<file path="config.mk">
export PLATFORM = sky130hd
export DESIGN_NAME = cctalk_reply_frame_checker_core_flat
export DESIGN_NICKNAME = d
export VERILOG_FILES = /design/src/sv/ccrfc_pkg.sv /design/src/sv/ccrfc_ifs.sv /design/src/sv/ccrfc_cfg_regs.sv /design/src/sv/ccrfc_in_stage.sv /design/src/sv/ccrfc_frame_engine.sv /design/src/sv/ccrfc_out_stage.sv /design/src/sv/cctalk_reply_frame_checker_core.sv /design/src/flat_wrapper.sv
export VERILOG_INCLUDE_DIRS = /design/src /design/src/sv
export SDC_FILE = /design/constraint.sdc
export NUM_CORES = 1
export LEC_CHECK = 0
export BUFFER_PORTS_ARGS = -buffer_cell sky130_fd_sc_hd__buf_2
export CORE_MARGIN = 4
export CORE_UTILIZATION = 57
export CTS_CLUSTER_DIAMETER = 100
export DETAILED_ROUTE_END_ITERATION = 12
export MAX_ROUTING_LAYER = met4
export PLACE_DENSITY_LB_ADDON = 0.12
export SYNTH_ARGS = -nofsm -noshare
export SYNTH_HDL_FRONTEND = slang
export SYNTH_SLANG_ARGS = --single-unit
</file>
<file path="constraint.sdc">
create_clock -name clk -period 6.4 [get_ports clk]
set_clock_uncertainty 0.05 [all_clocks]
set_input_delay 1.6 -clock clk [delete_from_list [all_inputs] [get_ports clk]]
set_output_delay 1.6 -clock clk [all_outputs]
set_load 0.01 [all_outputs]
</file>
<file path="src/sv/cctalk_reply_frame_checker_core_assert.svh">
`ifndef CCTALK_REPLY_FRAME_CHECKER_CORE_ASSERT_SVH
`define CCTALK_REPLY_FRAME_CHECKER_CORE_ASSERT_SVH

// Both macros expect clk and rst_n in scope.
`define CCRFC_ASSERT_SAME(label, ante, cons, msg) \
    label: assert property (@(posedge clk) disable iff (!rst_n) (ante) |-> (cons)) \
        else $error(msg);

`define CCRFC_ASSERT_NEXT(label, ante, cons, msg) \
    label: assert property (@(posedge clk) disable iff (!rst_n) (ante) |=> (cons)) \
        else $error(msg);

`endif

</file>
<file path="src/sv/ccrfc_pkg.sv">
package ccrfc_pkg;

    localparam int unsigned CFG_DATA_W = 16;
    localparam int unsigned CFG_IDX_W  = 3;
    localparam int unsigned POS_W      = 9;

    localparam logic [CFG_IDX_W-1:0] CFG_IDX_MODE   = 3'd0;
    localparam logic [CFG_IDX_W-1:0] CFG_IDX_HOST   = 3'd1;
    localparam logic [CFG_IDX_W-1:0] CFG_IDX_DEVICE = 3'd2;
    localparam logic [CFG_IDX_W-1:0] CFG_IDX_POLY   = 3'd3;
    localparam logic [CFG_IDX_W-1:0] CFG_IDX_NAK    = 3'd4;

    localparam logic        MODE_RESET   = 1'b0;
    localparam logic [7:0]  HOST_RESET   = 8'd1;
    localparam logic [7:0]  DEVICE_RESET = 8'd2;
    localparam logic [15:0] POLY_RESET   = 16'h1021;
    localparam logic [7:0]  NAK_RESET    = 8'd5;

    localparam logic [POS_W-1:0] POS_MAX    = {POS_W{1'b1}};
    localparam logic [POS_W-1:0] POS_LENGTH = 9'd1;
    localparam logic [POS_W-1:0] POS_SOURCE = 9'd2;
    localparam logic [POS_W-1:0] POS_HEADER = 9'd3;
    localparam logic [POS_W-1:0] POS_MIN_LAST = 9'd4;

    typedef enum logic [2:0] {
        ST_OK       = 3'd0,
        ST_SHORT    = 3'd1,
        ST_DEST     = 3'd2,
        ST_LENGTH   = 3'd3,
        ST_SOURCE   = 3'd4,
        ST_HEADER   = 3'd5,
        ST_CHECKSUM = 3'd6
    } status_t;

    typedef struct packed {
        logic        protocol_mode;
        logic [7:0]  host_address;
        logic [7:0]  device_address;
        logic [15:0] crc_polynomial;
        logic [7:0]  nak_header;
    } cfg_t;

    typedef struct packed {
        logic [7:0] rx_byte;
        logic       frame_end;
    } rx_item_t;

    typedef struct packed {
        logic [7:0] out_byte;
        logic       is_status;
        status_t    status;
        logic       reply_nak;
    } res_item_t;

    // One byte folded into the CRC, MSB first.
    function automatic logic [15:0] crc_fold(input logic [15:0] crc_in,
                                             input logic [7:0]  data,
                                             input logic [15:0] poly);
        logic [15:0] crc;
        crc = crc_in ^ {data, 8'h00};
        for (int k = 0; k < 8; k++) begin
            if (crc[15])
            begin
                crc = {crc[14:0], 1'b0} ^ poly;
            end
            else
            begin
                crc = {crc[14:0], 1'b0};
            end
        end
        return crc;
    endfunction

endpackage

</file>
<file path="src/sv/ccrfc_ifs.sv">
interface ccrfc_rx_if;
    logic       valid;
    logic       ready;
    logic [7:0] rx_byte;
    logic       frame_end;

    modport source (output valid, output rx_byte, output frame_end, input ready);
    modport sink   (input valid, input rx_byte, input frame_end, output ready);
endinterface

interface ccrfc_res_if;
    logic       valid;
    logic       ready;
    logic [7:0] out_byte;
    logic       is_status;
    logic [2:0] status;
    logic       reply_nak;

    modport source (output valid, output out_byte, output is_status, output status,
                    output reply_nak, input ready);
    modport sink   (input valid, input out_byte, input is_status, input status,
                    input reply_nak, output ready);
endinterface

</file>
<file path="src/sv/ccrfc_cfg_regs.sv">
module ccrfc_cfg_regs
    import ccrfc_pkg::*;
(
    input  logic                  clk,
    input  logic                  rst_n,
    input  logic                  cfg_we,
    input  logic [CFG_IDX_W-1:0]  cfg_index,
    input  logic [CFG_DATA_W-1:0] cfg_data,
    output cfg_t                  cfg
);

    cfg_t cfg_reg;
    cfg_t cfg_next;

    always_comb
    begin
        cfg_next = cfg_reg;
        if (cfg_we)
        begin
            case (cfg_index)
                CFG_IDX_MODE:   cfg_next.protocol_mode  = cfg_data[0];
                CFG_IDX_HOST:   cfg_next.host_address   = cfg_data[7:0];
                CFG_IDX_DEVICE: cfg_next.device_address = cfg_data[7:0];
                CFG_IDX_POLY:   cfg_next.crc_polynomial = cfg_data[15:0];
                CFG_IDX_NAK:    cfg_next.nak_header     = cfg_data[7:0];
                default:        cfg_next = cfg_reg;
            endcase
        end
    end

    always_ff @(posedge clk or negedge rst_n)
    begin
        if (!rst_n)
        begin
            cfg_reg.protocol_mode  <= MODE_RESET;
            cfg_reg.host_address   <= HOST_RESET;
            cfg_reg.device_address <= DEVICE_RESET;
            cfg_reg.crc_polynomial <= POLY_RESET;
            cfg_reg.nak_header     <= NAK_RESET;
        end
        else
        begin
            cfg_reg <= cfg_next;
        end
    end

    assign cfg = cfg_reg;

endmodule

</file>
<file path="src/sv/ccrfc_in_stage.sv">
module ccrfc_in_stage
    import ccrfc_pkg::*;
(
    input  logic     clk,
    input  logic     rst_n,
    ccrfc_rx_if.sink rx,
    input  logic     advance,
    output logic     item_valid,
    output rx_item_t item
);

    logic     valid_reg;
    logic     valid_next;
    rx_item_t item_reg;
    logic     take;

    assign rx.ready = !valid_reg || advance;
    assign take     = rx.valid && rx.ready;

    always_comb
    begin
        valid_next = valid_reg;
        if (take)
        begin
            valid_next = 1'b1;
        end
        else if (advance)
        begin
            valid_next = 1'b0;
        end
    end

    always_ff @(posedge clk or negedge rst_n)
    begin
        if (!rst_n)
        begin
            valid_reg <= 1'b0;
        end
        else
        begin
            valid_reg <= valid_next;
        end
    end

    always_ff @(posedge clk)
    begin
        if (take)
        begin
            item_reg.rx_byte   <= rx.rx_byte;
            item_reg.frame_end <= rx.frame_end;
        end
    end

    assign item_valid = valid_reg;
    assign item       = item_reg;

endmodule

</file>
<file path="src/sv/ccrfc_frame_engine.sv">
module ccrfc_frame_engine
    import ccrfc_pkg::*;
(
    input  logic      clk,
    input  logic      rst_n,
    input  cfg_t      cfg,
    input  logic      advance,
    input  rx_item_t  item,
    output logic      res_valid,
    output res_item_t res
);

    logic [POS_W-1:0] pos_reg;
    logic [POS_W-1:0] pos_next;
    logic [7:0]       len_reg;
    logic [7:0]       len_next;
    logic [7:0]       sum_reg;
    logic [7:0]       sum_next;
    logic [15:0]      crc_reg;
    logic [15:0]      crc_next;
    logic [7:0]       crc_low_reg;
    logic [7:0]       crc_low_next;
    logic [7:0]       held_reg;
    logic [7:0]       hdr_reg;
    logic [7:0]       hdr_next;
    status_t          ferr_reg;
    status_t          ferr_next;
    status_t          st;
    logic [7:0]       b;
    logic             no_err;

    assign b      = item.rx_byte;
    assign no_err = (ferr_reg == ST_OK);

    always_comb
    begin
        crc_next = crc_reg;
        if (pos_reg != '0 && pos_reg != POS_HEADER)
        begin
            crc_next = crc_fold(crc_reg, held_reg, cfg.crc_polynomial);
        end
        sum_next     = sum_reg + b;
        len_next     = len_reg;
        crc_low_next = crc_low_reg;
        hdr_next     = hdr_reg;
        ferr_next    = ferr_reg;
        case (pos_reg)
            '0:
            begin
                if (b != cfg.host_address && no_err)
                begin
                    ferr_next = ST_DEST;
                end
            end
            POS_LENGTH:
            begin
                len_next = b;
            end
            POS_SOURCE:
            begin
                crc_low_next = b;
                if (!cfg.protocol_mode && b != cfg.device_address && no_err)
                begin
                    ferr_next = ST_SOURCE;
                end
            end
            POS_HEADER:
            begin
                hdr_next = b;
                if (b != 8'd0 && b != cfg.nak_header && no_err)
                begin
                    ferr_next = ST_HEADER;
                end
            end
            default:
            begin
                ferr_next = ferr_reg;
            end
        endcase
        pos_next = (pos_reg != POS_MAX) ? pos_reg + 1'b1 : pos_reg;
    end

    // Frame-end status, first failing check wins.
    always_comb
    begin
        if (pos_reg < POS_MIN_LAST)
        begin
            st = ST_SHORT;
        end
        else if (ferr_reg == ST_DEST)
        begin
            st = ST_DEST;
        end
        else if ((pos_reg - POS_MIN_LAST) != {1'b0, len_reg})
        begin
            st = ST_LENGTH;
        end
        else if (!no_err)
        begin
            st = ferr_reg;
        end
        else if (!cfg.protocol_mode)
        begin
            st = (sum_next == 8'd0) ? ST_OK : ST_CHECKSUM;
        end
        else
        begin
            st = (crc_next == {b, crc_low_reg}) ? ST_OK : ST_CHECKSUM;
        end
    end

    always_comb
    begin
        res = '{out_byte: 8'd0, is_status: 1'b0, status: ST_OK, reply_nak: 1'b0};
        res_valid = 1'b0;
        if (item.frame_end)
        begin
            res_valid     = 1'b1;
            res.is_status = 1'b1;
            res.status    = st;
            res.reply_nak = (st == ST_OK) && (len_reg == 8'd0) && (hdr_reg == cfg.nak_header);
        end
        else if (pos_reg >= POS_HEADER)
        begin
            res_valid    = 1'b1;
            res.out_byte = b;
        end
    end

    always_ff @(posedge clk or negedge rst_n)
    begin
        if (!rst_n)
        begin
            pos_reg     <= '0;
            len_reg     <= '0;
            sum_reg     <= '0;
            crc_reg     <= '0;
            crc_low_reg <= '0;
            held_reg    <= '0;
            hdr_reg     <= '0;
            ferr_reg    <= ST_OK;
        end
        else if (advance)
        begin
            if (item.frame_end)
            begin
                pos_reg     <= '0;
                len_reg     <= '0;
                sum_reg     <= '0;
                crc_reg     <= '0;
                crc_low_reg <= '0;
                held_reg    <= '0;
                hdr_reg     <= '0;
                ferr_reg    <= ST_OK;
            end
            else
            begin
                pos_reg     <= pos_next;
                len_reg     <= len_next;
                sum_reg     <= sum_next;
                crc_reg     <= crc_next;
                crc_low_reg <= crc_low_next;
                held_reg    <= b;
                hdr_reg     <= hdr_next;
                ferr_reg    <= ferr_next;
            end
        end
    end

endmodule

</file>
<file path="src/sv/ccrfc_out_stage.sv">
module ccrfc_out_stage
    import ccrfc_pkg::*;
(
    input  logic         clk,
    input  logic         rst_n,
    input  logic         advance,
    input  logic         res_valid,
    input  res_item_t    res_in,
    output logic         out_free,
    ccrfc_res_if.source  res
);

    logic      valid_reg;
    logic      valid_next;
    res_item_t res_reg;

    assign out_free = !valid_reg || res.ready;

    always_comb
    begin
        valid_next = valid_reg && !res.ready;
        if (advance)
        begin
            valid_next = res_valid;
        end
    end

    always_ff @(posedge clk or negedge rst_n)
    begin
        if (!rst_n)
        begin
            valid_reg <= 1'b0;
        end
        else
        begin
            valid_reg <= valid_next;
        end
    end

    always_ff @(posedge clk)
    begin
        if (advance && res_valid)
        begin
            res_reg <= res_in;
        end
    end

    assign res.valid     = valid_reg;
    assign res.out_byte  = res_reg.out_byte;
    assign res.is_status = res_reg.is_status;
    assign res.status    = res_reg.status;
    assign res.reply_nak = res_reg.reply_nak;

endmodule

</file>
<file path="src/sv/cctalk_reply_frame_checker_core.sv">
// Checks received ccTalk reply frames fed one byte per item, the last byte
// marked by frame_end. Header and data bytes come out as payload items, and
// each frame ends in one status item that gives the first failing check, in
// a fixed order, and a NAK-reply flag. The block takes one byte every clock
// cycle unless res.ready holds back the result register; a byte passes an
// input register and then a result register, and the per-byte CRC step is a
// single unrolled pass of eight shifts. Configuration writes take effect at
// once and are meant for moments when no frame is in progress.
`include "cctalk_reply_frame_checker_core_assert.svh"

module cctalk_reply_frame_checker_core
    import ccrfc_pkg::*;
(
    input  logic                  clk,
    input  logic                  rst_n,
    input  logic                  cfg_we,
    input  logic [CFG_IDX_W-1:0]  cfg_index,
    input  logic [CFG_DATA_W-1:0] cfg_data,
    ccrfc_rx_if.sink              rx,
    ccrfc_res_if.source           res
);

    cfg_t      cfg;
    logic      item_valid;
    rx_item_t  item;
    logic      out_free;
    logic      advance;
    logic      eng_valid;
    res_item_t eng_res;

    assign advance = item_valid && out_free;

    ccrfc_cfg_regs u_cfg (
        .clk       (clk),
        .rst_n     (rst_n),
        .cfg_we    (cfg_we),
        .cfg_index (cfg_index),
        .cfg_data  (cfg_data),
        .cfg       (cfg)
    );

    ccrfc_in_stage u_in (
        .clk        (clk),
        .rst_n      (rst_n),
        .rx         (rx),
        .advance    (advance),
        .item_valid (item_valid),
        .item       (item)
    );

    ccrfc_frame_engine u_engine (
        .clk       (clk),
        .rst_n     (rst_n),
        .cfg       (cfg),
        .advance   (advance),
        .item      (item),
        .res_valid (eng_valid),
        .res       (eng_res)
    );

    ccrfc_out_stage u_out (
        .clk       (clk),
        .rst_n     (rst_n),
        .advance   (advance),
        .res_valid (eng_valid),
        .res_in    (eng_res),
        .out_free  (out_free),
        .res       (res)
    );

    `CCRFC_ASSERT_NEXT(a_frame_end_gives_status, advance && item.frame_end, res.valid && res.is_status, "frame end did not produce a status item")
    `CCRFC_ASSERT_NEXT(a_result_follows_engine, advance, res.valid == $past(eng_valid), "result register does not follow the engine")
    `CCRFC_ASSERT_SAME(a_nak_only_on_ok, res.valid && res.reply_nak, res.is_status && res.status == ST_OK, "NAK flag outside a good status item")

endmodule
</file>
<file path="src/flat_wrapper.sv">
// flat-port wrapper written by rule: the top's interface ports become plain ports
module cctalk_reply_frame_checker_core_flat import ccrfc_pkg::*;
  (clk, rst_n, cfg_we, cfg_index, cfg_data, rx_valid, rx_rx_byte, rx_frame_end, rx_ready, res_valid, res_out_byte, res_is_status, res_status, res_reply_nak, res_ready);
  ccrfc_rx_if rx_i ();
  ccrfc_res_if res_i ();
  input  logic clk;
  input  logic rst_n;
  input  logic cfg_we;
  input  logic [CFG_IDX_W-1:0] cfg_index;
  input  logic [CFG_DATA_W-1:0] cfg_data;
  input wire logic [$bits(rx_i.valid)-1:0] rx_valid;
  input wire logic [$bits(rx_i.rx_byte)-1:0] rx_rx_byte;
  input wire logic [$bits(rx_i.frame_end)-1:0] rx_frame_end;
  output wire logic [$bits(rx_i.ready)-1:0] rx_ready;
  output wire logic [$bits(res_i.valid)-1:0] res_valid;
  output wire logic [$bits(res_i.out_byte)-1:0] res_out_byte;
  output wire logic [$bits(res_i.is_status)-1:0] res_is_status;
  output wire logic [$bits(res_i.status)-1:0] res_status;
  output wire logic [$bits(res_i.reply_nak)-1:0] res_reply_nak;
  input wire logic [$bits(res_i.ready)-1:0] res_ready;
  assign rx_i.valid = rx_valid;
  assign rx_i.rx_byte = rx_rx_byte;
  assign rx_i.frame_end = rx_frame_end;
  assign rx_ready = rx_i.ready;
  assign res_valid = res_i.valid;
  assign res_out_byte = res_i.out_byte;
  assign res_is_status = res_i.is_status;
  assign res_status = res_i.status;
  assign res_reply_nak = res_i.reply_nak;
  assign res_i.ready = res_ready;
  cctalk_reply_frame_checker_core u_core (.clk(clk), .rst_n(rst_n), .cfg_we(cfg_we), .cfg_index(cfg_index), .cfg_data(cfg_data), .rx(rx_i), .res(res_i));
endmodule
</file>
### Word level (Yosys, flattened, before mapping)

Index checks and enable logic that the tools add are counted.

* bits in registers: 133
* bits of input ports: 33
* word-level logic and storage cells: 143
* output and inout port bits: 15

* magnitude comparators: 2
* reduce and logical (&&, ||, !) cells: 43
* bitwise gates (word level): 10
* equality and inequality tests: 19
* mux-type cells: 45
* add/sub/neg operators: 3

Operator list (count)
* 2-to-1 mux 16 bit: 17
* XOR 16 bit: 9
* 2-to-1 mux 8 bit: 8
* 2-to-1 mux 3 bit: 11
* inequality test 8 bit: 3
* equality test 9 x 2 -> 1 bit (second input constant): 2
* 2-to-1 mux 9 bit: 2
* AND reduction 2 bit: 9
* equality test 16 bit: 1
* logical NOT 8 bit: 2
* logical AND 1 bit: 12
* nonzero test 2 bit: 5
* adder 9 x 1 -> 9 bit (second input constant): 1
* equality test 3 x 2 -> 1 bit (second input constant): 3
* equality test 9 x 1 -> 1 bit (second input constant): 1
* >= comparator 9 x 2 -> 1 bit (second input constant): 1
* logical NOT 3 bit: 3
* logical NOT 9 bit: 1
* < comparator 9 x 3 -> 1 bit (second input constant): 1
* inequality test 3 x 2 -> 1 bit (second input constant): 3
* inequality test 9 x 2 -> 1 bit (second input constant): 1
* inequality test 9 x 8 -> 1 bit: 1
* inequality test 9 bit (second input constant): 1
* case mux 3 bit (3 select lines): 1
* 15 further kinds: 23

### Longest topological paths before layout

Gate-level depths: netlist of the first run.

* depth in word-level cells: 36
* gate-level depth with buffers: 21
* mapped depth without buffers: 17

### By module

Synthesis of the first run repeated with hierarchy kept, for this count alone.

* cells, all modules: 1203
* area, all modules: 10677.7 um^2

By module, submodules not included
* ccrfc_frame_engine: sequential area each 1701.6 um^2, cells each 1081, area an instance 8222.9 um^2, times used 1
* ccrfc_cfg_regs: sequential area each 1034.7 um^2, cells each 91, area an instance 1679.1 um^2, times used 1
* ccrfc_out_stage: sequential area each 415.4 um^2, cells each 17, area an instance 445.4 um^2, times used 1
* ccrfc_in_stage: sequential area each 295.3 um^2, cells each 13, area an instance 324.1 um^2, times used 1
* cctalk_reply_frame_checker_core: sequential area each 0.0 um^2, cells each 1, area an instance 6.3 um^2, times used 1

### Worst setup path before layout of the first run

Ideal clock, no wire load.

* path kind: register to register
* from: register u_core.u_engine.crc_reg[15]
* to: register u_core.u_out.res_reg (netlist bit u_core.u_out.res.status[1]) (data pin)
* required time: 6.093 ns
* setup time: 0.257 ns
* cell stages (with the launch flop): 20
* arrival time: 4.327 ns
* path slack: 1.766 ns
* path through: dfrtp_1 > xnor2_1 > buf_4 > nor3_2 > or2_1 > buf_2 > a31oi_1 > and2_2 > xor2_1 > mux2i_2 > and3_1 > o21ai_1 > xnor3_1 > xnor2_2 > xor2_1 > o21ai_1 > o31a_1 > nor4b_2 > a31o_1 > a21oi_1

* cells in the longest elaborated chain, start to end: 31

RTL lines
* start: declaration: RTL line ccrfc_frame_engine.sv:19 `logic [15:0] crc_reg;`
* start signal: assignment: RTL line ccrfc_frame_engine.sv:161 `crc_reg <= crc_next;`
* XOR 16 bit: RTL line ccrfc_pkg.sv:60 `crc = crc_in ^ {data, 8'h00};`
* 2-to-1 mux 16 bit: RTL line ccrfc_pkg.sv:62 `if (crc[15])`
* 2-to-1 mux 16 bit: RTL line ccrfc_frame_engine.sv:38 `if (pos_reg != '0 && pos_reg != POS_HEADER)`
* XOR 16 bit: RTL line ccrfc_pkg.sv:64 `crc = {crc[14:0], 1'b0} ^ poly;`
* 2-to-1 mux 16 bit: RTL line ccrfc_pkg.sv:62
* 2-to-1 mux 16 bit: RTL line ccrfc_frame_engine.sv:38
* XOR 16 bit: RTL line ccrfc_pkg.sv:64
* 2-to-1 mux 16 bit: RTL line ccrfc_pkg.sv:62
* [15 not listed]
* 2-to-1 mux 16 bit *: RTL line ccrfc_frame_engine.sv:38
* equality test 16 bit *: RTL line ccrfc_frame_engine.sv:108 `st = (crc_next == {b, crc_low_reg}) ? ST_OK : ST_CHECKSUM;`
* 2-to-1 mux 3 bit *: RTL line ccrfc_frame_engine.sv:108
* 2-to-1 mux 3 bit *: RTL line ccrfc_frame_engine.sv:102 `else if (!cfg.protocol_mode)`
* 2-to-1 mux 3 bit *: RTL line ccrfc_frame_engine.sv:98 `else if (!no_err)`
* 2-to-1 mux 3 bit *: RTL line ccrfc_frame_engine.sv:94 `else if ((pos_reg - POS_MIN_LAST) != {1'b0, len_reg})`
* 2-to-1 mux 3 bit *: RTL line ccrfc_frame_engine.sv:90 `else if (ferr_reg == ST_DEST)`
* 2-to-1 mux 3 bit *: RTL line ccrfc_frame_engine.sv:86 `if (pos_reg < POS_MIN_LAST)`
* end signal: assignment: RTL line ccrfc_out_stage.sv:44 `res_reg <= res_in;`
* end: declaration: RTL line ccrfc_out_stage.sv:15 `res_item_t res_reg;`

Mark *: on every way between the ends. The rest lies on a longest branch, timed or not. The select of a mux whose other input is x is not followed.
A chain may end at the register's enable or synchronous reset.

### Worst setup path in the final report of the first run

* from: register u_core.u_cfg.cfg_reg (netlist bit u_core.u_cfg.cfg[21])
* to: register u_core.u_out.res_reg (netlist bit u_core.u_out.res.status[1]) (data pin)

* cells in the longest elaborated chain, start to end: 30
* elaborated cells on any way between the ends: 31
* classes of those cells: eq/ne: 1; mux: 22; bitwise: 8

RTL lines
* start: declaration: RTL line ccrfc_cfg_regs.sv:12 `cfg_t cfg_reg;`
* start signal: assignment: RTL line ccrfc_cfg_regs.sv:43 `cfg_reg <= cfg_next;`
* XOR 16 bit: RTL line ccrfc_pkg.sv:64
* 2-to-1 mux 16 bit: RTL line ccrfc_pkg.sv:62
* 2-to-1 mux 16 bit: RTL line ccrfc_frame_engine.sv:38
* XOR 16 bit: RTL line ccrfc_pkg.sv:64
* 2-to-1 mux 16 bit: RTL line ccrfc_pkg.sv:62
* 2-to-1 mux 16 bit: RTL line ccrfc_frame_engine.sv:38
* XOR 16 bit: RTL line ccrfc_pkg.sv:64
* 2-to-1 mux 16 bit: RTL line ccrfc_pkg.sv:62
* [14 not listed]
* 2-to-1 mux 16 bit *: RTL line ccrfc_frame_engine.sv:38
* equality test 16 bit *: RTL line ccrfc_frame_engine.sv:108
* 2-to-1 mux 3 bit *: RTL line ccrfc_frame_engine.sv:108
* 2-to-1 mux 3 bit *: RTL line ccrfc_frame_engine.sv:102
* 2-to-1 mux 3 bit *: RTL line ccrfc_frame_engine.sv:98
* 2-to-1 mux 3 bit *: RTL line ccrfc_frame_engine.sv:94
* 2-to-1 mux 3 bit *: RTL line ccrfc_frame_engine.sv:90
* 2-to-1 mux 3 bit *: RTL line ccrfc_frame_engine.sv:86

Marks and branches as above.

==> PnR_summary.wiki, run 1 <==
{| class="wikitable"
! Metric !! Value
|-
| Run status || completed
|-
| Global route overflow || 0
|-
| Critical Setup Path Class || flop to flop
|-
| Post-detailed-route DRC marker count || 0
|-
| Clock tree root buffer cell || sky130_fd_sc_hd__clkbuf_16
|-
| Level count of the clock H-tree || 4
|-
| Row count || between 40 and 50
|-
| Total inserted antenna cells || 0
|-
| Number of top-level pins || 48
|-
| Final routed wirelength across all metal layers || 29060 µm
|-
| Mapped Cells || between 1000 and 1500
|-
| Hold-fix buffers at CTS || 0
|-
| Chip Height || around 140 µm
|-
| Core area || roughly 0.017 mm²
|-
| Slew at the pin with the worst max-slew slack || between 1000 and 1500 ps
|-
| Top-count cell post-synth || sky130_fd_sc_hd__nand2_1
|-
| Class of the worst hold path || flop to flop
|-
| Number of nets still failing antenna checks after routing || 0
|-
| Tightest slew margin relative to the limit || 0.1644
|-
| Synth top cells by count || sky130_fd_sc_hd__nand2_1, sky130_fd_sc_hd__dfrtp_1, sky130_fd_sc_hd__xnor2_1
|-
| Primary flip-flop cell chosen by synthesis mapping || sky130_fd_sc_hd__dfrtp_1
|-
| DRT iter0 DRCs || 1048
|-
| Area of the mapped netlist || just over 0.01 mm²
|-
| Sequential element share of the synthesized area || 0.3394
|-
| Kind of start point of the critical path || flop
|-
| Routed wirelength normalized by instance count || 20.89 µm
|-
| Part of the cycle the worst path needs || 0.9145
|-
| Total of endpoints with negative setup slack in the final report || 0
|-
| Cell taking the most area after synthesis || sky130_fd_sc_hd__dfrtp_1
|-
| Most area-consuming cells after synthesis || sky130_fd_sc_hd__dfrtp_1, sky130_fd_sc_hd__xnor2_1, sky130_fd_sc_hd__edfxtp_1
|-
| Worst Setup Slack post-DPL || 717.4 ps
|-
| Unrepaired setup endpoints after global routing || no
|-
| Syn avg cell area || between 8 and 9 µm²
|-
| Layout area overhead || 9.696%
|-
| Clk pin slew, worst setup/hold paths || around 70 ps
|-
| Number of clock sinks || between 100 and 150
|-
| CTS max path bufs || 2
|-
| Maximum operating frequency || ~170 MHz
|-
| Maximum number of pins on one net before global-route repair || around 70
|-
| Worst Setup End Kind || flop
|-
| Aggregate global-route resource usage || 0.3045
|-
| Number of global-route vias before repair || around 8400
|-
| Count of warnings emitted by yosys || 0
|-
| Yosys reg bits || between 100 and 150
|-
| Clock Latency Late Sink || between 400 and 500 ps
|-
| Final Max Slew Viols || 0
|-
| Number of nets at the end of the flow || 1202
|-
| Final hold violation count || 0
|-
| Clock tree from TritonCTS || done
|-
| Final-layout fill cell count || roughly 1500
|-
| First-pass DRT Iterations || 5
|-
| Data required, critical path || between 6000 and 7000 ps
|-
| Max FFs per register || 41
|-
| Fraction of registers with async set or reset after synthesis || 0.8346
|-
| Final RePlAce weighted congestion || between 0.9 and 1
|-
| Setup Total Neg Slack || 0 ps
|-
| HPWL reported at the end of detailed placement || 20400 µm
|-
| CTS buffer count || 17
|-
| Number of buffers added on ports || 47
|-
| Chip Width || ~140 µm
|-
| Portion of synthesized cell area occupied by the leading cell type || 0.2563
|-
| Smallest hold slack || 439.6 ps
|-
| Fraction of final layout cells with drive strength greater than 1 || 0.1587
|-
| Number of maximum-capacitance constraint violations || 0
|-
| Final non-filler cell area || 0.01114 mm²
|-
| Instance area at placement || about 0.011 mm²
|-
| Vias || ~8900
|-
| Number of synthesized flops with an enable pin || 22
|-
| Critical Path Fanout Max || 20
|-
| Post CTS Setup Buffer Count || 0
|-
| Number of antenna violations at the first check in global routing || 0
|-
| Post-CTS Resized || 0
|-
| Arr. time, crit path || between 5000 and 6000 ps
|-
| Area of the die || approximately 0.02 mm²
|-
| Avg Vias per Cell || between 6 and 7
|-
| Unique cell type count in the Yosys netlist || a little under 90
|-
| Synthesized Nets || approximately 1200
|-
| Initial Util || 0.5851
|-
| Final worst-path setup slack || about 550 ps
|-
| Wire length of the first global-routing pass || around 47000 µm
|-
| Final critical path time including I/O delays and setup || between 5000 and 6000 ps
|}
[stage by stage]
| step | cells | utilization |
|---|---|---|
| 2_1_floorplan | 1140 | - |
| 3_3_place_gp | 1359 | 0.6069 |
| 3_5_place_dp | 1359 | 0.6069 |
| 4_1_cts | 1391 | 0.6419 |
| 5_1_grt | 1391 | 0.6419 |
| 6_report | 1391 | 0.6419 |
[critical path, cell delays in order, from the launching register on]
cell and delay (ps):
sky130_fd_sc_hd__dfrtp_1 810, sky130_fd_sc_hd__inv_1 340, sky130_fd_sc_hd__nor3_1 380, sky130_fd_sc_hd__nor2_1 150, sky130_fd_sc_hd__nor4_2 490, sky130_fd_sc_hd__nor2_1 110
sky130_fd_sc_hd__buf_4 220, sky130_fd_sc_hd__o211a_1 160, sky130_fd_sc_hd__o21ai_2 250, sky130_fd_sc_hd__nand2_1 210, sky130_fd_sc_hd__o211ai_1 740, sky130_fd_sc_hd__nand3_1 250
sky130_fd_sc_hd__xnor2_2 250, sky130_fd_sc_hd__xor2_1 160, sky130_fd_sc_hd__o21ai_1 90, sky130_fd_sc_hd__o31a_1 320, sky130_fd_sc_hd__nor4b_2 280, sky130_fd_sc_hd__a31o_1 250
sky130_fd_sc_hd__a21oi_1 80
[path summary, 6_finish.rpt]
path	start	to	slack, ps	cells past startpoint
min	u_core.u_engine.sum_reg[0]	u_core.u_engine.sum_reg[0]	440	2
max	u_core.u_cfg.cfg[21]	u_core.u_out.res.status[1]	550	18
max reg2reg	u_core.u_cfg.cfg[21]	u_core.u_out.res.status[1]	550	18
min in group asynchronous	rst_n	u_core.u_cfg.cfg[21]	1120	1
max in group asynchronous	rst_n	u_core.u_engine.crc_reg[0]	3860	2
min reg2reg	u_core.u_engine.sum_reg[0]	u_core.u_engine.sum_reg[0]	440	2
[logic make-up (layout without fill, tap and decap cells)]
kind of cell	Yosys count	count (layout)	share of synthesized area
DFF	133	133	0.3394
xor gates and xnor gates	166	166	0.1615
muxes	59	59	0.06468
adders and majority gates	16	16	0.02045
buffers and inverters	99	125	0.03831
and+or+nand+nor	373	373	0.1754
AOI/OAI and AO/OA	294	294	0.2002
[cell usage in the layout (no fill, tap or decap), types with 16 or more instances in the layout]
cell / instances
sky130_fd_sc_hd__o21ai_0: 77
sky130_fd_sc_hd__mux2_2: 46
sky130_fd_sc_hd__o211ai_1: 21
sky130_fd_sc_hd__nor2_1: 69
sky130_fd_sc_hd__and3_1: 17
sky130_fd_sc_hd__inv_1: 26
sky130_fd_sc_hd__dfrtp_1: 104
sky130_fd_sc_hd__a22o_1: 30
sky130_fd_sc_hd__clkbuf_16: 18
sky130_fd_sc_hd__edfxtp_1: 22
sky130_fd_sc_hd__xor2_1: 47
sky130_fd_sc_hd__buf_2: 46
sky130_fd_sc_hd__a21oi_1: 44
sky130_fd_sc_hd__nor3_1: 28
sky130_fd_sc_hd__nand4_1: 16
sky130_fd_sc_hd__xnor2_1: 102
sky130_fd_sc_hd__buf_4: 21
sky130_fd_sc_hd__nand2_1: 154
sky130_fd_sc_hd__nand3_1: 18
[final cells by class]
class | instances | area, µm² | share of cell area
Multi-Input combinational cell | 908 | 6320 | 0.5673
Sequential cell | 133 | 3447 | 0.3094
Clock buffer | 18 | 450.4 | 0.04043
Timing Repair Buffer | 67 | 387.9 | 0.03482
Tap cell | 225 | 281.5 | 0.02527
Clock inverter | 14 | 156.4 | 0.01404
Inverter | 26 | 97.59 | 0.008760
[routing by layer]
metal / vias to the layer above / part of all wire / wire, µm / track usage
met1: 4281 / 0.45 / 13060 / 0.4374
met5: - / 0 / 0 / -
met3: 55 / 0.084 / 2454 / 0.05797
met4: 0 / 0.024 / 710 / 0.08838
met2: 422 / 0.44 / 12840 / 0.4412
li1: 4138 / - / - / -
Power of run 1 is not shown: default switching activity piles up to over one toggle a cycle in this logic, so the estimate is an artifact.
==> run 2, diff against run 1 <==
- ABC_AREA: unset -> 1
==> run 2 against run 1 <==
Global-route usage is 2.0 points lower; final area is 11% lower; critical path depth is 15 higher; first-iteration DRC count is 19% lower; setup slack improved by 500 ps; register-to-register slack improved by 500 ps; synthesized area down 11%; sequential cell count did not move; utilization up 0.32 points; critical endpoint is now u_core.u_out.res.status[2].
==> PnR_summary.wiki, run 2 <==
{| class="wikitable"
! Metric !! Value
|-
| Wire length of the first global-routing pass || 39360 µm (-16%)
|-
| CTS buffer count || 17 (unchanged)
|-
| End point of the critical path || u_core.u_out.res.status[2]
|-
| Worst Setup End Kind || flop
|-
| Cell taking the most area after synthesis || sky130_fd_sc_hd__dfrtp_1
|-
| First-pass DRT Iterations || 5 (unchanged)
|-
| Routed wirelength normalized by instance count || 16.20 µm (-22%)
|-
| CTS max path bufs || 2 (unchanged)
|-
| Vias || 8325 (-6.4%)
|-
| Slew at the pin with the worst max-slew slack || 922.5 ps (-326.2 ps)
|-
| Part of the cycle the worst path needs || 0.8361 (-0.07839)
|-
| Post-CTS Resized || 0 (unchanged)
|-
| Worst Setup Slack post-DPL || 1207 ps (+490.0 ps)
|-
| Area of the mapped netlist || 0.009041 mm² (-11%)
|-
| Most area-consuming cells after synthesis || sky130_fd_sc_hd__dfrtp_1, sky130_fd_sc_hd__nand2_1, sky130_fd_sc_hd__edfxtp_1
|-
| Critical Path Fanout Max || 25 (+25%)
|-
| Sequential element share of the synthesized area || 0.3813 (+0.04185)
|-
| Global route overflow || 0 (unchanged)
|-
| Yosys reg bits || 133 (unchanged)
|-
| Slowest Stage Delay on Critical Path || 790 ps (-20 ps)
|-
| Avg Vias per Cell || 5.554 (-13%)
|-
| Clk pin slew, worst setup/hold paths || 60 ps (about the same)
|-
| Final RePlAce weighted congestion || 0.9248 (-6.3%)
|-
| Clock tree root buffer cell || sky130_fd_sc_hd__clkbuf_16
|-
| Number of top-level pins || 48 (unchanged)
|-
| Tightest slew margin relative to the limit || 0.3843 (+0.2199)
|-
| R2R setup slack || 1050 ps (+500 ps)
|-
| Number of synthesized flops with an enable pin || 22 (unchanged)
|-
| Number of clock sinks || 133 (unchanged)
|-
| Kind of start point of the critical path || flop
|-
| Area of the die || 0.01794 mm² (-10%)
|-
| Maximum operating frequency || 186.9 MHz (+9.4%)
|-
| Layout area overhead || 9.673% (about the same)
|-
| Fraction of registers with async set or reset after synthesis || 0.8346 (unchanged)
|-
| Core area || 0.01537 mm² (-11%)
|-
| Dominant cell type by count on the critical path || sky130_fd_sc_hd__nand2_1
|-
| Count of warnings emitted by yosys || 0 (unchanged)
|-
| Final worst-path setup slack || 1049 ps (+501.7 ps)
|-
| Initial Util || 0.5882 (+0.003061)
|-
| Class of the worst hold path || flop to flop
|-
| Post CTS Setup Buffer Count || 0 (unchanged)
|-
| Number of antenna violations at the first check in global routing || 0 (unchanged)
|-
| Cell count of the worst reg-to-reg path || 33 (+15)
|-
| Synthesized Nets || 1306 (+9.8%)
|-
| HPWL reported at the end of detailed placement || 17550 µm (-14%)
|-
| Number of buffers added on ports || 47 (unchanged)
|-
| Final-layout fill cell count || 1382 (-4.8%)
|-
| Leading cell type in the layout, fill and taps excluded || sky130_fd_sc_hd__nand2_1
|-
| Most used cells in the layout excluding fill and tap cells || sky130_fd_sc_hd__nand2_1, sky130_fd_sc_hd__inv_1, sky130_fd_sc_hd__nand3_1
|-
| Critical Setup Path Class || flop to flop
|-
| Launching element of the worst setup path || u_core.u_cfg.cfg[23]
|-
| Chip Height || 133.9 µm (-5.3%)
|-
| Arr. time, crit path || 5460 ps (-510 ps)
|-
| DRT iter0 DRCs || 847 (-19%)
|-
| Aggregate global-route resource usage || 0.2849 (-0.01953)
|-
| Slowest CP cell || sky130_fd_sc_hd__dfrtp_1
|-
| Primary flip-flop cell chosen by synthesis mapping || sky130_fd_sc_hd__dfrtp_1
|-
| Post-detailed-route DRC marker count || 0 (unchanged)
|-
| Top-count cell post-synth || sky130_fd_sc_hd__nand2_1
|-
| Smallest hold slack || 443.8 ps (+4.201 ps)
|-
| Number of global-route vias before repair || 7577 (-9.3%)
|-
| Final Max Slew Viols || 0 (unchanged)
|-
| Total of endpoints with negative setup slack in the final report || 0 (unchanged)
|-
| Unique cell type count in the Yosys netlist || 47 (-47%)
|-
| Portion of synthesized cell area occupied by the leading cell type || 0.2878 (+0.03160)
|-
| Final routed wirelength across all metal layers || 24280 µm (-16%)
|-
| Clock Latency Late Sink || 420 ps (about the same)
|-
| Fraction of final layout cells with drive strength greater than 1 || 0.09550 (-0.06317)
|-
| Final hold violation count || 0 (unchanged)
|-
| Data required, critical path || 6510 ps (about the same)
|-
| Number of nets still failing antenna checks after routing || 0 (unchanged)
|-
| Mapped Cells || 1257 (+10%)
|-
| Level count of the clock H-tree || 4 (unchanged)
|-
| Syn avg cell area || 7.193 µm² (-19%)
|-
| Synth top cells by count || sky130_fd_sc_hd__nand2_1, sky130_fd_sc_hd__inv_1, sky130_fd_sc_hd__nand3_1
|-
| End of the worst register-to-register path || u_core.u_out.res.status[2]
|-
| Max FFs per register || 41 (unchanged)
|-
| Chip Width || 133.9 µm (-5.3%)
|-
| Clock tree from TritonCTS || done
|-
| Unrepaired setup endpoints after global routing || no
|-
| Setup Total Neg Slack || 0 ps (unchanged)
|-
| Hold-fix buffers at CTS || 0 (unchanged)
|-
| R2r startpoint || u_core.u_cfg.cfg[23]
|-
| Number of maximum-capacitance constraint violations || 0 (unchanged)
|-
| Row count || 45 (-6.3%)
|-
| Total inserted antenna cells || 0 (unchanged)
|-
| Final critical path time including I/O delays and setup || 5351 ps (-501.7 ps)
|-
| Run status || completed
|-
| Number of nets at the end of the flow || 1324 (+10%)
|-
| Maximum number of pins on one net before global-route repair || 62 (-8.8%)
|}
run 2: metrics by stage:
step / utilization / cells / area [µm²]
2_1_floorplan: - / 1257 / 9041
3_3_place_gp: 0.6072 / 1467 / 9334
3_5_place_dp: 0.6072 / 1467 / 9334
4_1_cts: 0.6451 / 1499 / 9916
5_1_grt: 0.6451 / 1499 / 9916
6_report: 0.6451 / 1499 / 9916
run 2: worst min-delay path by stage:
stage / start / cells past startpoint / slack (ps) / to
6_report: u_core.u_engine.sum_reg[0] / 2 / 440 / u_core.u_engine.sum_reg[0]
5_1_grt: u_core.u_engine.sum_reg[0] / 2 / 470 / u_core.u_engine.sum_reg[0]
4_1_cts: u_core.u_engine.sum_reg[0] / 2 / 450 / u_core.u_engine.sum_reg[0]
3_5_place_dp: u_core.u_engine.sum_reg[0] / 2 / 440 / u_core.u_engine.sum_reg[0]
3_3_place_gp: u_core.u_engine.sum_reg[0] / 2 / 420 / u_core.u_engine.sum_reg[0]
2_1_floorplan: u_core.u_engine.sum_reg[0] / 2 / 410 / u_core.u_engine.sum_reg[0]
run 2: metal layers:
layer / GRT usage / vias to the layer above / wire length, µm
met5: - / - / 0
met4: 0.06514 / 0 / 342
met3: 0.05889 / 37 / 2155
met2: 0.4270 / 373 / 10930
met1: 0.4015 / 3842 / 10850
li1: - / 4073 / -
run 2: kinds of logic after synthesis:
kind of cell	Yosys count	synth area share
muxes	3	0.003598
and+or+nand+nor	638	0.3025
buffers and inverters	211	0.09244
xor gates and xnor gates	107	0.1037
DFF	133	0.3813
adders and majority gates	16	0.02297
AOI/OAI and AO/OA	149	0.09355
run 2: layout make-up:
type,instances,area (µm²),share of cell area
multi-input combinational,913,4758,0.4799
clock inverter,12,145.1,0.01464
timing repair buffer,51,267.8,0.02700
sequential,133,3447,0.3476
tap,211,264.0,0.02662
clock buffer,20,436.7,0.04404
inverter,159,596.8,0.06019
run 2: critical path, delay by kind of cell (launching register included):
kind	cells	cell delay [ps]
flip-flops	1	790
buffers and inverters	2	120
AND/OR/NAND/NOR	31	4150
Power of run 2 is left out for the same reason.
==> run 3, diff against run 2 <==
- ABC_AREA: 1 -> 0
- clock period: 6.4 -> 5.3 ns (I/O delays scaled with it)
==> run 3 against run 2 <==
Utilization up 2.0 points; sequential cell count unchanged; hold slack better by 1.6 ps; register-to-register slack worse by 840 ps; global-route usage up 2.4 points; first-iteration DRC count up 32%; final area up 16%; final cell count down 4.8%; die area up 12%; fmax up 5.1%; non-clock buffer count up 52; sequential share of layout area down 4.9 points.
==> PnR_summary.wiki, run 3 (synthesis gave the netlist of run 1 again) <==
{| class="wikitable"
! Metric !! Value
|-
| Slowest Stage Delay on Critical Path || 470 ps (-320 ps)
|-
| Row count || 48 (+6.7%)
|-
| Slowest CP cell || sky130_fd_sc_hd__dfrtp_1
|-
| Level count of the clock H-tree || 4 (unchanged)
|-
| Number of maximum-capacitance constraint violations || 0 (unchanged)
|-
| Initial Util || 0.5851 (-0.003061)
|-
| Kind of start point of the critical path || flop
|-
| Number of nets at the end of the flow || 1238 (-6.5%)
|-
| Register cell area after layout || 0.003448 mm² (about the same)
|-
| Total of endpoints with negative setup slack in the final report || 0 (unchanged)
|-
| Data required, critical path || 5420 ps (-1090 ps)
|-
| Clock tree root buffer cell || sky130_fd_sc_hd__clkbuf_16
|-
| DRT iter0 DRCs || 1121 (+32%)
|-
| Number of top-level pins || 48 (unchanged)
|-
| Chip Width || 141.5 µm (+5.6%)
|-
| Clk pin slew, worst setup/hold paths || 60 ps (about the same)
|-
| Chip Height || 141.5 µm (+5.6%)
|-
| Part of the cycle the worst path needs || 0.9610 (+0.1250)
|-
| Cells traversed along the worst timing path || xnor2_4, buf_4, xnor2_4, a2111oi_4, or3_1, a211o_1, o32ai_2, nor3_1, buf_4, nor2_2, buf_4, a211oi_1, nor3_1, a2bb2oi_1, xnor2_1, and3_1, o21ai_0, a31oi_1, a31o_1, and3_1
|-
| Multi-input logic area || 0.006425 mm² (+35%)
|-
| Final Max Slew Viols || 0 (unchanged)
|-
| Number of buffers added on ports || 47 (unchanged)
|-
| Clock Latency Late Sink || 420 ps (about the same)
|-
| Family with the most delay on the worst path || compound AO/OA/AOI/OAI gates
|-
| Slew at the pin with the worst max-slew slack || 1200 ps (+277.8 ps)
|-
| Final critical path time including I/O delays and setup || 5094 ps (-257.4 ps)
|-
| Global route overflow || 0 (unchanged)
|-
| Critical Path Fanout Max || 7 (-72%)
|-
| HPWL reported at the end of detailed placement || 21090 µm (+20%)
|-
| Final RePlAce weighted congestion || 0.9940 (+7.5%)
|-
| Maximum number of pins on one net before global-route repair || 46 (-26%)
|-
| Critical Setup Path Class || flop to flop
|-
| Most used cells in the layout excluding fill and tap cells || sky130_fd_sc_hd__nand2_1, sky130_fd_sc_hd__dfrtp_1, sky130_fd_sc_hd__xnor2_1
|-
| Routed wirelength normalized by instance count || 20.83 µm (+29%)
|-
| Class of the worst hold path || flop to flop
|-
| CTS max path bufs || 2 (unchanged)
|-
| Final hold violation count || 0 (unchanged)
|-
| Total inserted antenna cells || 0 (unchanged)
|-
| Final routed wirelength across all metal layers || 29730 µm (+22%)
|-
| First-pass DRT Iterations || 6 (+1)
|-
| Avg Vias per Cell || 6.359 (+15%)
|-
| Number of buffers and inverters on the critical path || 3 (+1)
|-
| Layout area overhead || 13.66%
|-
| Clock tree from TritonCTS || done
|-
| Number of nets still failing antenna checks after routing || 0 (unchanged)
|-
| Worst Setup End Kind || flop
|-
| Run status || completed
|-
| Number of global-route vias before repair || 8568 (+13%)
|-
| Core area || 0.01736 mm² (+13%)
|-
| Final-layout fill cell count || 1454 (+5.2%)
|-
| Max FFs per register || 41 (unchanged)
|-
| Number of clock sinks || 133 (unchanged)
|-
| Hold-fix buffers at CTS || 0 (unchanged)
|-
| Dominant cell type by count on the critical path || sky130_fd_sc_hd__buf_4
|-
| Arr. time, crit path || 5210 ps (-250 ps)
|-
| CTS buffer count || 17 (unchanged)
|-
| Vias || 9075 (+9.0%)
|-
| Tightest slew margin relative to the limit || 0.1936 (-0.1906)
|-
| Maximum operating frequency || 196.3 MHz (+5.1%)
|-
| Aggregate global-route resource usage || 0.3093 (+0.02434)
|-
| Wire length of the first global-routing pass || 47690 µm (+21%)
|-
| Setup Total Neg Slack || 0 ps (unchanged)
|-
| Number of antenna violations at the first check in global routing || 0 (unchanged)
|-
| Fraction of final layout cells with drive strength greater than 1 || 0.1922 (+0.09668)
|-
| Area of the die || 0.02002 mm² (+12%)
|-
| Leading cell type in the layout, fill and taps excluded || sky130_fd_sc_hd__nand2_1
|-
| Post-detailed-route DRC marker count || 0 (unchanged)
|}
-- run 3: final timing paths --
| kind | slack [ps] | end | from | cells past startpoint |
|---|---|---|---|---|
| worst max-delay path | 210 | u_core.u_out.res.reply_nak | u_core.u_engine.crc_reg[13] | 20 |
| worst min-delay path | 450 | u_core.u_engine.sum_reg[0] | u_core.u_engine.sum_reg[0] | 2 |
| worst max register to register | 210 | u_core.u_out.res.reply_nak | u_core.u_engine.crc_reg[13] | 20 |
| worst min register to register | 450 | u_core.u_engine.sum_reg[0] | u_core.u_engine.sum_reg[0] | 2 |
| max in group asynchronous | 3360 | u_core.u_cfg.cfg[0] | rst_n | 2 |
| min in group asynchronous | 840 | u_core.u_cfg.cfg[18] | rst_n | 1 |
-- run 3: repair_timing --
item	in CTS	in global routing
hold endpoints to repair	0	0
buffers inserted	0	2
setup endpoints to repair	0	3
resized for setup	0	17
-- run 3: layer usage --
metal  up-vias  wire length, µm  track usage  share of wire
li1       4204                -            -              -
met1      4390            12970       0.4434           0.44
met2       422            13510       0.4565           0.45
met3        59             2612      0.05527          0.088
met4         0              643      0.08182          0.022
met5         -                0            -              0
-- run 3: through the flow --
stage / setup slack [ps] / cell area (µm²) / cells / hold slack [ps] / util
3_3_place_gp: 235.6 / 10810 / 1393 / 413.4 / 0.6231
3_5_place_dp: 60.80 / 10810 / 1393 / 420.5 / 0.6231
6_report: 206.5 / 11540 / 1427 / 445.4 / 0.6651
5_1_grt: -9.384 / 11540 / 1427 / 462.6 / 0.6651
4_1_cts: 33.27 / 11420 / 1425 / 442.0 / 0.6579
2_1_floorplan: 665.7 / 10160 / 1140 / 374.4 / -
-- run 3: cell type report --
class	count	area share
clock inverter	11	0.01062
multi-input combinational	908	0.5566
tap	225	0.02439
timing repair buffer	103	0.05951
clock buffer	21	0.04173
sequential	133	0.2987
inverter	26	0.008454
-- run 3: worst register-to-register path, cell delays in order, from the launching register on --
cell	delay, ps
sky130_fd_sc_hd__dfrtp_1	470
sky130_fd_sc_hd__xnor2_4	320
sky130_fd_sc_hd__buf_4	200
sky130_fd_sc_hd__xnor2_4	170
sky130_fd_sc_hd__a2111oi_4	60
sky130_fd_sc_hd__or3_1	470
sky130_fd_sc_hd__a211o_1	390
sky130_fd_sc_hd__o32ai_2	280
sky130_fd_sc_hd__nor3_1	150
sky130_fd_sc_hd__buf_4	170
sky130_fd_sc_hd__nor2_2	200
sky130_fd_sc_hd__buf_4	200
sky130_fd_sc_hd__a211oi_1	70
sky130_fd_sc_hd__nor3_1	280
sky130_fd_sc_hd__a2bb2oi_1	260
sky130_fd_sc_hd__xnor2_1	180
sky130_fd_sc_hd__and3_1	210
sky130_fd_sc_hd__o21ai_0	160
sky130_fd_sc_hd__a31oi_1	100
sky130_fd_sc_hd__a31o_1	260
sky130_fd_sc_hd__and3_1	160
Power of run 3 is left out for the same reason.
